===== src/rtl/core/tmf_pkg.sv =====
// shared constants and types for the trimmed mean filter
`default_nettype none

package tmf_pkg;

	localparam int SAMPLE_W = 12;
	localparam int CFG_W = 7;
	localparam logic [CFG_W-1:0] WINDOW_RESET = 7'd10;
	localparam int MIN_WINDOW = 5;
	localparam int TRIM_TOTAL = 4;
	localparam int MAX_WINDOW_DEFAULT = 64;
	localparam int QUEUE_DEPTH = 2;

	typedef struct packed {
		logic full;
		logic empty;
	} q_status_t;

	typedef enum logic [4:0] {
		BK_IDLE   = 5'b00001,
		BK_SUB_LO = 5'b00010,
		BK_SUB_HI = 5'b00100,
		BK_DIV    = 5'b01000,
		BK_OUT    = 5'b10000
	} back_state_t;

endpackage

`default_nettype wire


===== src/rtl/core/tmf_sample_if.sv =====
// sample input channel
`default_nettype none

interface tmf_sample_if;
	logic                          valid;
	logic                          ready;
	logic [tmf_pkg::SAMPLE_W-1:0] sample;

	modport source (output valid, output sample, input ready);
	modport sink (input valid, input sample, output ready);
endinterface

`default_nettype wire


===== src/rtl/core/tmf_result_if.sv =====
// trimmed mean result channel
`default_nettype none

interface tmf_result_if;
	logic                          valid;
	logic                          ready;
	logic [tmf_pkg::SAMPLE_W-1:0] trimmed_mean;

	modport source (output valid, output trimmed_mean, input ready);
	modport sink (input valid, input trimmed_mean, output ready);
endinterface

`default_nettype wire


===== src/rtl/core/tmf_front.sv =====
// front part: window register, running sum and two lowest / two highest tracking
`default_nettype none

module tmf_front #(
	parameter int MAX_WINDOW = tmf_pkg::MAX_WINDOW_DEFAULT,
	localparam int CW = $clog2(MAX_WINDOW + 1),
	localparam int SW = tmf_pkg::SAMPLE_W + CW,
	localparam int ENTRY_W = SW + 4 * tmf_pkg::SAMPLE_W + CW
) (
	input  logic                      clk,
	input  logic                      arst_n,
	input  logic                      cfg_we,
	input  logic [tmf_pkg::CFG_W-1:0] cfg_wdata,
	tmf_sample_if.sink                sample_ch,
	input  tmf_pkg::q_status_t        q_stat,
	output logic                      push,
	output logic [ENTRY_W-1:0]        push_data
);
	import tmf_pkg::*;

	localparam int EW = (CW > CFG_W) ? CW : CFG_W;

	logic [CFG_W-1:0]    window_count_q;
	logic [SW-1:0]       sum_q;
	logic [SAMPLE_W-1:0] lo1_q, lo2_q, hi1_q, hi2_q;
	logic [CW-1:0]       cnt_q;

	logic [EW-1:0]       wc_ext, n_ext;
	logic [CW-1:0]       win_n;
	logic [SW-1:0]       sum_nx;
	logic [SAMPLE_W-1:0] lo1_nx, lo2_nx, hi1_nx, hi2_nx;
	logic [CW-1:0]       cnt_nx;
	logic                accept, done;

	always_ff @(posedge clk or negedge arst_n) begin
		if (!arst_n) begin
			window_count_q <= WINDOW_RESET;
		end else if (cfg_we) begin
			window_count_q <= cfg_wdata;
		end
	end

	// clamp the window register into the supported range
	always_comb begin
		wc_ext = EW'(window_count_q);
		priority if (wc_ext < EW'(MIN_WINDOW)) begin
			n_ext = EW'(MIN_WINDOW);
		end else if (wc_ext > EW'(MAX_WINDOW)) begin
			n_ext = EW'(MAX_WINDOW);
		end else begin
			n_ext = wc_ext;
		end
		win_n = CW'(n_ext);
	end

	assign sample_ch.ready = !q_stat.full;
	assign accept = sample_ch.valid && sample_ch.ready;

	always_comb begin
		sum_nx = sum_q + SW'(sample_ch.sample);

		priority if (sample_ch.sample < lo1_q) begin
			lo1_nx = sample_ch.sample;
			lo2_nx = lo1_q;
		end else if (sample_ch.sample < lo2_q) begin
			lo1_nx = lo1_q;
			lo2_nx = sample_ch.sample;
		end else begin
			lo1_nx = lo1_q;
			lo2_nx = lo2_q;
		end

		priority if (sample_ch.sample > hi1_q) begin
			hi1_nx = sample_ch.sample;
			hi2_nx = hi1_q;
		end else if (sample_ch.sample > hi2_q) begin
			hi1_nx = hi1_q;
			hi2_nx = sample_ch.sample;
		end else begin
			hi1_nx = hi1_q;
			hi2_nx = hi2_q;
		end

		cnt_nx = cnt_q + CW'(1);
		// a shrunk window closes on the next item
		done = (cnt_nx >= win_n);
	end

	always_ff @(posedge clk or negedge arst_n) begin
		if (!arst_n) begin
			sum_q <= '0;
			lo1_q <= '1;
			lo2_q <= '1;
			hi1_q <= '0;
			hi2_q <= '0;
			cnt_q <= '0;
		end else if (accept) begin
			if (done) begin
				sum_q <= '0;
				lo1_q <= '1;
				lo2_q <= '1;
				hi1_q <= '0;
				hi2_q <= '0;
				cnt_q <= '0;
			end else begin
				sum_q <= sum_nx;
				lo1_q <= lo1_nx;
				lo2_q <= lo2_nx;
				hi1_q <= hi1_nx;
				hi2_q <= hi2_nx;
				cnt_q <= cnt_nx;
			end
		end
	end

	assign push = accept && done;
	assign push_data = {sum_nx, lo1_nx, lo2_nx, hi1_nx, hi2_nx,
		cnt_nx - CW'(TRIM_TOTAL)};

endmodule

`default_nettype wire


===== src/rtl/core/tmf_fifo.sv =====
// short queue of finished windows between front and back
`default_nettype none

module tmf_fifo #(
	parameter int W = 8,
	parameter int DEPTH = tmf_pkg::QUEUE_DEPTH
) (
	input  logic               clk,
	input  logic               arst_n,
	input  logic               push,
	input  logic [W-1:0]       push_data,
	input  logic               pop,
	output logic [W-1:0]       pop_data,
	output tmf_pkg::q_status_t q_stat
);
	import tmf_pkg::*;

	localparam int PW = (DEPTH > 1) ? $clog2(DEPTH) : 1;
	localparam int NW = $clog2(DEPTH + 1);

	logic [W-1:0]  mem_q [DEPTH];
	logic [PW-1:0] wr_ptr_q, rd_ptr_q;
	logic [NW-1:0] count_q;

	always_ff @(posedge clk) begin
		if (push) begin
			mem_q[wr_ptr_q] <= push_data;
		end
	end

	assign pop_data = mem_q[rd_ptr_q];

	always_ff @(posedge clk or negedge arst_n) begin
		if (!arst_n) begin
			wr_ptr_q <= '0;
			rd_ptr_q <= '0;
			count_q <= '0;
		end else begin
			if (push) begin
				wr_ptr_q <= (wr_ptr_q == PW'(DEPTH - 1)) ? '0 : wr_ptr_q + PW'(1);
			end
			if (pop) begin
				rd_ptr_q <= (rd_ptr_q == PW'(DEPTH - 1)) ? '0 : rd_ptr_q + PW'(1);
			end
			unique case ({push, pop})
				2'b10:   count_q <= count_q + NW'(1);
				2'b01:   count_q <= count_q - NW'(1);
				default: count_q <= count_q;
			endcase
		end
	end

	assign q_stat.full = (count_q == NW'(DEPTH));
	assign q_stat.empty = (count_q == '0);

endmodule

`default_nettype wire


===== src/rtl/core/tmf_back.sv =====
// back part: trims the extremes and divides, one quotient bit per cycle
`default_nettype none

module tmf_back #(
	parameter int MAX_WINDOW = tmf_pkg::MAX_WINDOW_DEFAULT,
	localparam int CW = $clog2(MAX_WINDOW + 1),
	localparam int SW = tmf_pkg::SAMPLE_W + CW,
	localparam int ENTRY_W = SW + 4 * tmf_pkg::SAMPLE_W + CW
) (
	input  logic               clk,
	input  logic               arst_n,
	input  tmf_pkg::q_status_t q_stat,
	input  logic [ENTRY_W-1:0] pop_data,
	output logic               pop,
	tmf_result_if.source       result_ch
);
	import tmf_pkg::*;

	localparam int STEP_W = $clog2(SAMPLE_W);

	back_state_t         state_q;
	logic [SW-1:0]       acc_q;
	logic [SAMPLE_W-1:0] lo1_q, lo2_q, hi1_q, hi2_q;
	logic [CW-1:0]       div_q;
	logic [CW-1:0]       rem_q;
	logic [SAMPLE_W-1:0] quo_q;
	logic [STEP_W-1:0]   step_q;

	logic [SW-1:0]       in_sum;
	logic [SAMPLE_W-1:0] in_lo1, in_lo2, in_hi1, in_hi2;
	logic [CW-1:0]       in_div;
	logic [SW-1:0]       trimmed;
	logic [CW:0]         trial, diff;
	logic                ge;

	assign {in_sum, in_lo1, in_lo2, in_hi1, in_hi2, in_div} = pop_data;
	assign pop = (state_q == BK_IDLE) && !q_stat.empty;

	assign trimmed = acc_q - SW'(hi1_q) - SW'(hi2_q);
	assign trial = {rem_q, quo_q[SAMPLE_W-1]};
	assign diff = trial - {1'b0, div_q};
	assign ge = (trial >= {1'b0, div_q});

	always_ff @(posedge clk or negedge arst_n) begin
		if (!arst_n) begin
			state_q <= BK_IDLE;
			step_q <= '0;
		end else begin
			unique case (state_q)
				BK_IDLE: begin
					if (pop) state_q <= BK_SUB_LO;
				end
				BK_SUB_LO: state_q <= BK_SUB_HI;
				BK_SUB_HI: begin
					state_q <= BK_DIV;
					step_q <= '0;
				end
				BK_DIV: begin
					step_q <= step_q + STEP_W'(1);
					if (step_q == STEP_W'(SAMPLE_W - 1)) state_q <= BK_OUT;
				end
				BK_OUT: begin
					if (result_ch.ready) state_q <= BK_IDLE;
				end
				default: state_q <= BK_IDLE;
			endcase
		end
	end

	always_ff @(posedge clk) begin
		unique case (state_q)
			BK_IDLE: begin
				if (pop) begin
					acc_q <= in_sum;
					lo1_q <= in_lo1;
					lo2_q <= in_lo2;
					hi1_q <= in_hi1;
					hi2_q <= in_hi2;
					div_q <= in_div;
				end
			end
			BK_SUB_LO: acc_q <= acc_q - SW'(lo1_q) - SW'(lo2_q);
			BK_SUB_HI: begin
				// quotient fits in a sample, so the upper part starts below the divisor
				rem_q <= trimmed[SW-1:SAMPLE_W];
				quo_q <= trimmed[SAMPLE_W-1:0];
			end
			BK_DIV: begin
				rem_q <= ge ? diff[CW-1:0] : trial[CW-1:0];
				quo_q <= {quo_q[SAMPLE_W-2:0], ge};
			end
			default: ;
		endcase
	end

	assign result_ch.valid = (state_q == BK_OUT);
	assign result_ch.trimmed_mean = quo_q;

endmodule

`default_nettype wire


===== src/rtl/core/trimmed_mean_filter.sv =====
// a closing item enters the queue when accepted; the back part pops it and runs
// SUB_LO, SUB_HI, DIV and OUT, a window at a time (two trim subtractions, then the
// divider retiring one quotient bit per cycle); input takes one sample per cycle,
// but a 2-entry queue absorbs short windows and stalls the input when both are full
// reset: arst_n clears the window, queue and back state; window_count resets to 10
`default_nettype none

module trimmed_mean_filter #(
	parameter int MAX_WINDOW = tmf_pkg::MAX_WINDOW_DEFAULT
) (
	input  logic                      clk,
	input  logic                      arst_n,
	input  logic                      cfg_we,
	input  logic [tmf_pkg::CFG_W-1:0] cfg_wdata,
	tmf_sample_if.sink                sample_ch,
	tmf_result_if.source              result_ch
);
	import tmf_pkg::*;

	localparam int CW = $clog2(MAX_WINDOW + 1);
	localparam int SW = SAMPLE_W + CW;
	localparam int ENTRY_W = SW + 4 * SAMPLE_W + CW;

	q_status_t          q_stat;
	logic               push, pop;
	logic [ENTRY_W-1:0] push_data, pop_data;

	tmf_front #(.MAX_WINDOW(MAX_WINDOW)) u_front (
		.clk       (clk),
		.arst_n    (arst_n),
		.cfg_we    (cfg_we),
		.cfg_wdata (cfg_wdata),
		.sample_ch (sample_ch),
		.q_stat    (q_stat),
		.push      (push),
		.push_data (push_data)
	);

	tmf_fifo #(.W(ENTRY_W), .DEPTH(QUEUE_DEPTH)) u_fifo (
		.clk       (clk),
		.arst_n    (arst_n),
		.push      (push),
		.push_data (push_data),
		.pop       (pop),
		.pop_data  (pop_data),
		.q_stat    (q_stat)
	);

	tmf_back #(.MAX_WINDOW(MAX_WINDOW)) u_back (
		.clk       (clk),
		.arst_n    (arst_n),
		.q_stat    (q_stat),
		.pop_data  (pop_data),
		.pop       (pop),
		.result_ch (result_ch)
	);

	a_no_overflow: assert property (@(posedge clk) disable iff (!arst_n)
		push |-> !q_stat.full)
		else $error("window pushed into a full queue");

	a_no_underflow: assert property (@(posedge clk) disable iff (!arst_n)
		pop |-> !q_stat.empty)
		else $error("pop from an empty queue");

	a_status_sane: assert property (@(posedge clk) disable iff (!arst_n)
		!(q_stat.full && q_stat.empty))
		else $error("queue reports full and empty at once");

	a_one_result: assert property (@(posedge clk) disable iff (!arst_n)
		(result_ch.valid && result_ch.ready) |=> !result_ch.valid)
		else $error("back part produced results on consecutive cycles");

endmodule

`default_nettype wire

===== src/flat_wrapper.sv =====
// flat-port wrapper written by rule: the top's interface ports become plain ports
module trimmed_mean_filter_flat import tmf_pkg::*;
#(
	parameter int MAX_WINDOW = tmf_pkg::MAX_WINDOW_DEFAULT
)
  (clk, arst_n, cfg_we, cfg_wdata, sample_ch_valid, sample_ch_sample, sample_ch_ready, result_ch_valid, result_ch_trimmed_mean, result_ch_ready);
  tmf_sample_if sample_ch_i ();
  tmf_result_if result_ch_i ();
  input  logic clk;
  input  logic arst_n;
  input  logic cfg_we;
  input  logic [tmf_pkg::CFG_W-1:0] cfg_wdata;
  input wire logic [$bits(sample_ch_i.valid)-1:0] sample_ch_valid;
  input wire logic [$bits(sample_ch_i.sample)-1:0] sample_ch_sample;
  output wire logic [$bits(sample_ch_i.ready)-1:0] sample_ch_ready;
  output wire logic [$bits(result_ch_i.valid)-1:0] result_ch_valid;
  output wire logic [$bits(result_ch_i.trimmed_mean)-1:0] result_ch_trimmed_mean;
  input wire logic [$bits(result_ch_i.ready)-1:0] result_ch_ready;
  assign sample_ch_i.valid = sample_ch_valid;
  assign sample_ch_i.sample = sample_ch_sample;
  assign sample_ch_ready = sample_ch_i.ready;
  assign result_ch_valid = result_ch_i.valid;
  assign result_ch_trimmed_mean = result_ch_i.trimmed_mean;
  assign result_ch_i.ready = result_ch_ready;
  trimmed_mean_filter #(.MAX_WINDOW(MAX_WINDOW)) u_core (.clk(clk), .arst_n(arst_n), .cfg_we(cfg_we), .cfg_wdata(cfg_wdata), .sample_ch(sample_ch_i), .result_ch(result_ch_i));
endmodule

===== config.mk =====
export PLATFORM = sky130hd
export DESIGN_NAME = trimmed_mean_filter_flat
export DESIGN_NICKNAME = d
export VERILOG_FILES = /design/src/rtl/core/tmf_pkg.sv /design/src/rtl/core/tmf_sample_if.sv /design/src/rtl/core/tmf_result_if.sv /design/src/rtl/core/tmf_front.sv /design/src/rtl/core/tmf_fifo.sv /design/src/rtl/core/tmf_back.sv /design/src/rtl/core/trimmed_mean_filter.sv /design/src/flat_wrapper.sv
export SDC_FILE = /design/constraint.sdc
export NUM_CORES = 1
export LEC_CHECK = 0
export ABC_AREA = 1
export ABC_CLOCK_PERIOD_IN_PS = 14200
export BUFFER_PORTS_ARGS = -buffer_cell sky130_fd_sc_hd__buf_2
export CORE_ASPECT_RATIO = 1.2
export CORE_UTILIZATION = 55
export CTS_CLUSTER_DIAMETER = 200
export DETAILED_ROUTE_END_ITERATION = 7
export PLACE_DENSITY_LB_ADDON = 0.1
export SETUP_SLACK_MARGIN = 0.15
export SKIP_CTS_REPAIR_TIMING = 1
export SYNTH_ARGS = -nofsm -noshare
export SYNTH_HDL_FRONTEND = slang
export SYNTH_SLANG_ARGS = --single-unit

===== constraint.sdc =====
create_clock -name clk -period 14.2 [get_ports clk]
set_input_delay 0.71 -clock clk [delete_from_list [all_inputs] [get_ports clk]]
set_output_delay 0.71 -clock clk [all_outputs]
set_load 0.005 [all_outputs]

==> run_results.csv <==
group,metric,value,unit
sta,finClkSkew,0.0173,ns
die,die_h,202,µm
global_route,antenna_found_initial,0,
global_route,use_met3,3.05,%
sta,setup_viol,0,
detailed_routing,avgRoutedWirePerCell,17.0,µm
critical_path,crit_required,14.33,ns
detailed_routing,drtIter0Drc,973,
yosys,ys_ff_latch,335,
yosys,synth_ff_type,"edfxtp_1",
yosys,ys_types,48,
cells_and_area,fill_cells,2793,
cts,clk_path_buf_depth,3,
sta,finalHoldViolations,0,
cts,cts_inserted_buffers,35,
cells_and_area,ff_latch_area,9620,µm²
global_route,grt_use_met2,41.4,%
min_path,hp-class,"in2async",
outcome,status,"finished clean",
cells_and_area,layout_commonest_cell,"nand2_1",
global_route,grt_pass1_vias,12800,
sta,slew_headroom,31.6,%
cts,h-tree-depth,2,
detailed_routing,ant_nets,0,
placed_design,io_buffers,37,
yosys,syn_avg_cell_area,9.23,µm²
detailed_routing,drc,0,
sta,max_freq,280,MHz
sta,maxSlewViolCount,0,
placed_design,place_inst,2382,
global_route,grtUsageMet1,35.4,%
global_route,grt_use_total,25.3,%
global_route,grt_most_used_layer,"met2",
yosys,ys_seq_area_share,52.6,%
sta,period_needed,3.57,ns
die,start_util,56.4,%
die,die_w,168,µm
detailed_routing,vias,13300,
yosys,synth_area,18300,µm²
die,num_rows,72,
global_route,grt_overflow,0,
critical_path,cp.arrival,3.70,ns
die,core-area,32400,µm²
cts,clkSinkCount,335,
sta,layout_setup_ws,10.63,ns
sta,worst_pin_slew,1.03,ns
yosys,synth-edff-count,241,
cts,clkLatencyLatePin,0.52,ns
cells_and_area,diodes,0,
yosys,syn_inst,1981,
sta,rsz0062_at_grt,"false",
die,io_pins,38,
critical_path,cp_slowest_cell,"buf_4",
detailed_routing,firstDrtPassIters,6,
cells_and_area,final_nets,2164,
critical_path,cp-end-kind,"flip-flop",
yosys,postSynth.asyncResetShare,28.1,%
cells_and_area,instances_no_fill,2443,
placed_design,gp_congestion,0.917,
placed_design,place_hpwl,30000,µm
critical_path,cp_top_family,"simple AND/OR/NAND/NOR gates",
critical_path,critPathBufInv,2,
die,dieArea,34000,µm²
global_route,grt_pass1_wl,67200,µm
cts,cts_root_buf,"clkbuf_16",
critical_path,crit_fanout,74,
critical_path,critPathLaunchType,"flip-flop",
critical_path,crit_type,"reg2reg",
placed_design,dp_slack,10.64,ns
critical_path,crit_path_frequent_cell,"nand2_1",
cells_and_area,syn_to_final_growth,9.05,%
cells_and_area,multi_input_area,7450,µm²
cts,cts_tree,"yes",
yosys,synth_fp_nets,2133,
critical_path,critPathMaxStageDelay,0.76,ns
yosys,yosysWarnings,0,
detailed_routing,wl,41600,µm
cts,clk_pin_slew,0.07,ns
critical_path,path_cells,"ha_1, nand2_1, nor3_1, xor2_1, inv_1, ha_1, nand2_1, o21ai_1, a21oi_1, nand2_1, nand2_1, nor2_4, buf_4",
flow_run,maxCapViolations,0,
sta,fin_hold_ws,0.114,ns
cells_and_area,layout-drive-gt1-share,9.38,%
sta,fin_crit_sh,25.1,%
sta,fin_setup_tns,0,ns
cells_and_area,most-common-layout-cells,"nand2_1 (646), inv_1 (248), edfxtp_1 (241)",
global_route,grt_start_max_net_pins,76,
detailed_routing,viasPerCell,5.46,
[area by class of cell]
type	count	area share, %
Multi-Input combinational cell	1340	37.4
Timing Repair Buffer	46	1.28
Sequential cell	335	48.3
Inverter	254	4.78
Tap cell	407	2.55
Clock inverter	19	1.02
Clock buffer	42	4.74
[metal layers]
| layer | vias to the layer above | wire, µm |
|---|---|---|
| met5 | - | 0 |
| met4 | 0 | 987 |
| met3 | 64 | 1730 |
| met2 | 329 | 19700 |
| met1 | 6362 | 19200 |
| li1 | 6572 | - |
[through the flow]
step	area (µm²)	utilization, %
after floorplan	18300	-
after global placement	18800	57.9
after detailed placement	18800	57.9
after CTS	19900	61.5
after global routing	19900	61.5
final	19900	61.5
[path summary, 6_finish.rpt]
path / start / to / slack, ns / cells after the start
max: u_core.u_front.cnt_q[0] / u_core.u_fifo.mem_q[0][9] / 10.63 / 13
max in group asynchronous: arst_n / u_core.u_back.state_q[4] / 12.83 / 2
min reg2reg: u_core.u_front.sum_q[11] / u_core.u_front.sum_q[11] / 0.49 / 2
min in group clk: cfg_wdata[3] / u_core.u_front.wc_ext[3] / 0.42 / 3
max reg2reg: u_core.u_front.cnt_q[0] / u_core.u_fifo.mem_q[0][9] / 10.63 / 13
min: arst_n / u_core.u_front.hi2_q[10] / 0.11 / 1
[worst reg2reg max path, cell delays in order, from the launching register on]
cell and delay, ns:
dfrtp_1 0.40, ha_1 0.19, nand2_1 0.07, nor3_1 0.21, xor2_1 0.28, inv_1 0.08, ha_1 0.32, nand2_1 0.08
o21ai_1 0.15, a21oi_1 0.06, nand2_1 0.17, nand2_1 0.19, nor2_4 0.14, buf_4 0.76
[cell usage after synthesis (6+ instances only)]
master | n | share of area, %
a21o_1 | 6 | 0.25
a21oi_1 | 80 | 2.2
a31oi_1 | 6 | 0.21
and2_1 | 20 | 0.68
buf_2 | 15 | 0.41
buf_6 | 7 | 0.43
clkbuf_1 | 24 | 0.49
dfrtp_1 | 67 | 9.2
dfstp_2 | 27 | 3.9
edfxtp_1 | 241 | 40
fa_1 | 26 | 2.8
ha_1 | 102 | 7.0
inv_1 | 248 | 5.1
nand2_1 | 646 | 13
nand2_2 | 9 | 0.31
nand3_1 | 133 | 3.6
nand4_1 | 11 | 0.38
nor2_1 | 91 | 1.9
nor3_1 | 8 | 0.22
o211ai_1 | 10 | 0.41
o21ai_0 | 53 | 1.5
o21ai_1 | 29 | 0.79
o21ai_2 | 22 | 1.1
or2_2 | 8 | 0.27
xnor2_1 | 14 | 0.67
xor2_1 | 25 | 1.2
[logic make-up (layout without fill, tap and decap cells)]
group | Yosys count | after routing | synth area share (%)
XOR/XNOR | 39 | 39 | 1.87
AND/OR/NAND/NOR | 943 | 943 | 21.5
buffers and inverters | 306 | 361 | 6.75
flip-flops | 335 | 335 | 52.6
multiplexers | 4 | 4 | 0.240
adder cells (fa/ha/maj) | 128 | 128 | 9.83
AO/OA/AOI/OAI | 226 | 226 | 7.22
[flip-flops by register name (all words and copies together) (netlist names), 12 cells and up]
name,flops
u_core.u_front.sum_q,19
u_core.u_back.hi1_q,12
u_core.u_back.hi2_q,12
u_core.u_front.hi2_q,12
u_core.u_back.acc_q,19
u_core.u_back.result_ch.trimmed_mean,12
u_core.u_back.lo2_q,12
u_core.u_back.lo1_q,12
u_core.u_front.lo1_q,12
u_core.u_front.hi1_q,12
u_core.u_fifo.mem_q,148
u_core.u_front.lo2_q,12
Power is not shown: default switching activity piles up to over one toggle a cycle in this logic, so the estimate is an artifact.
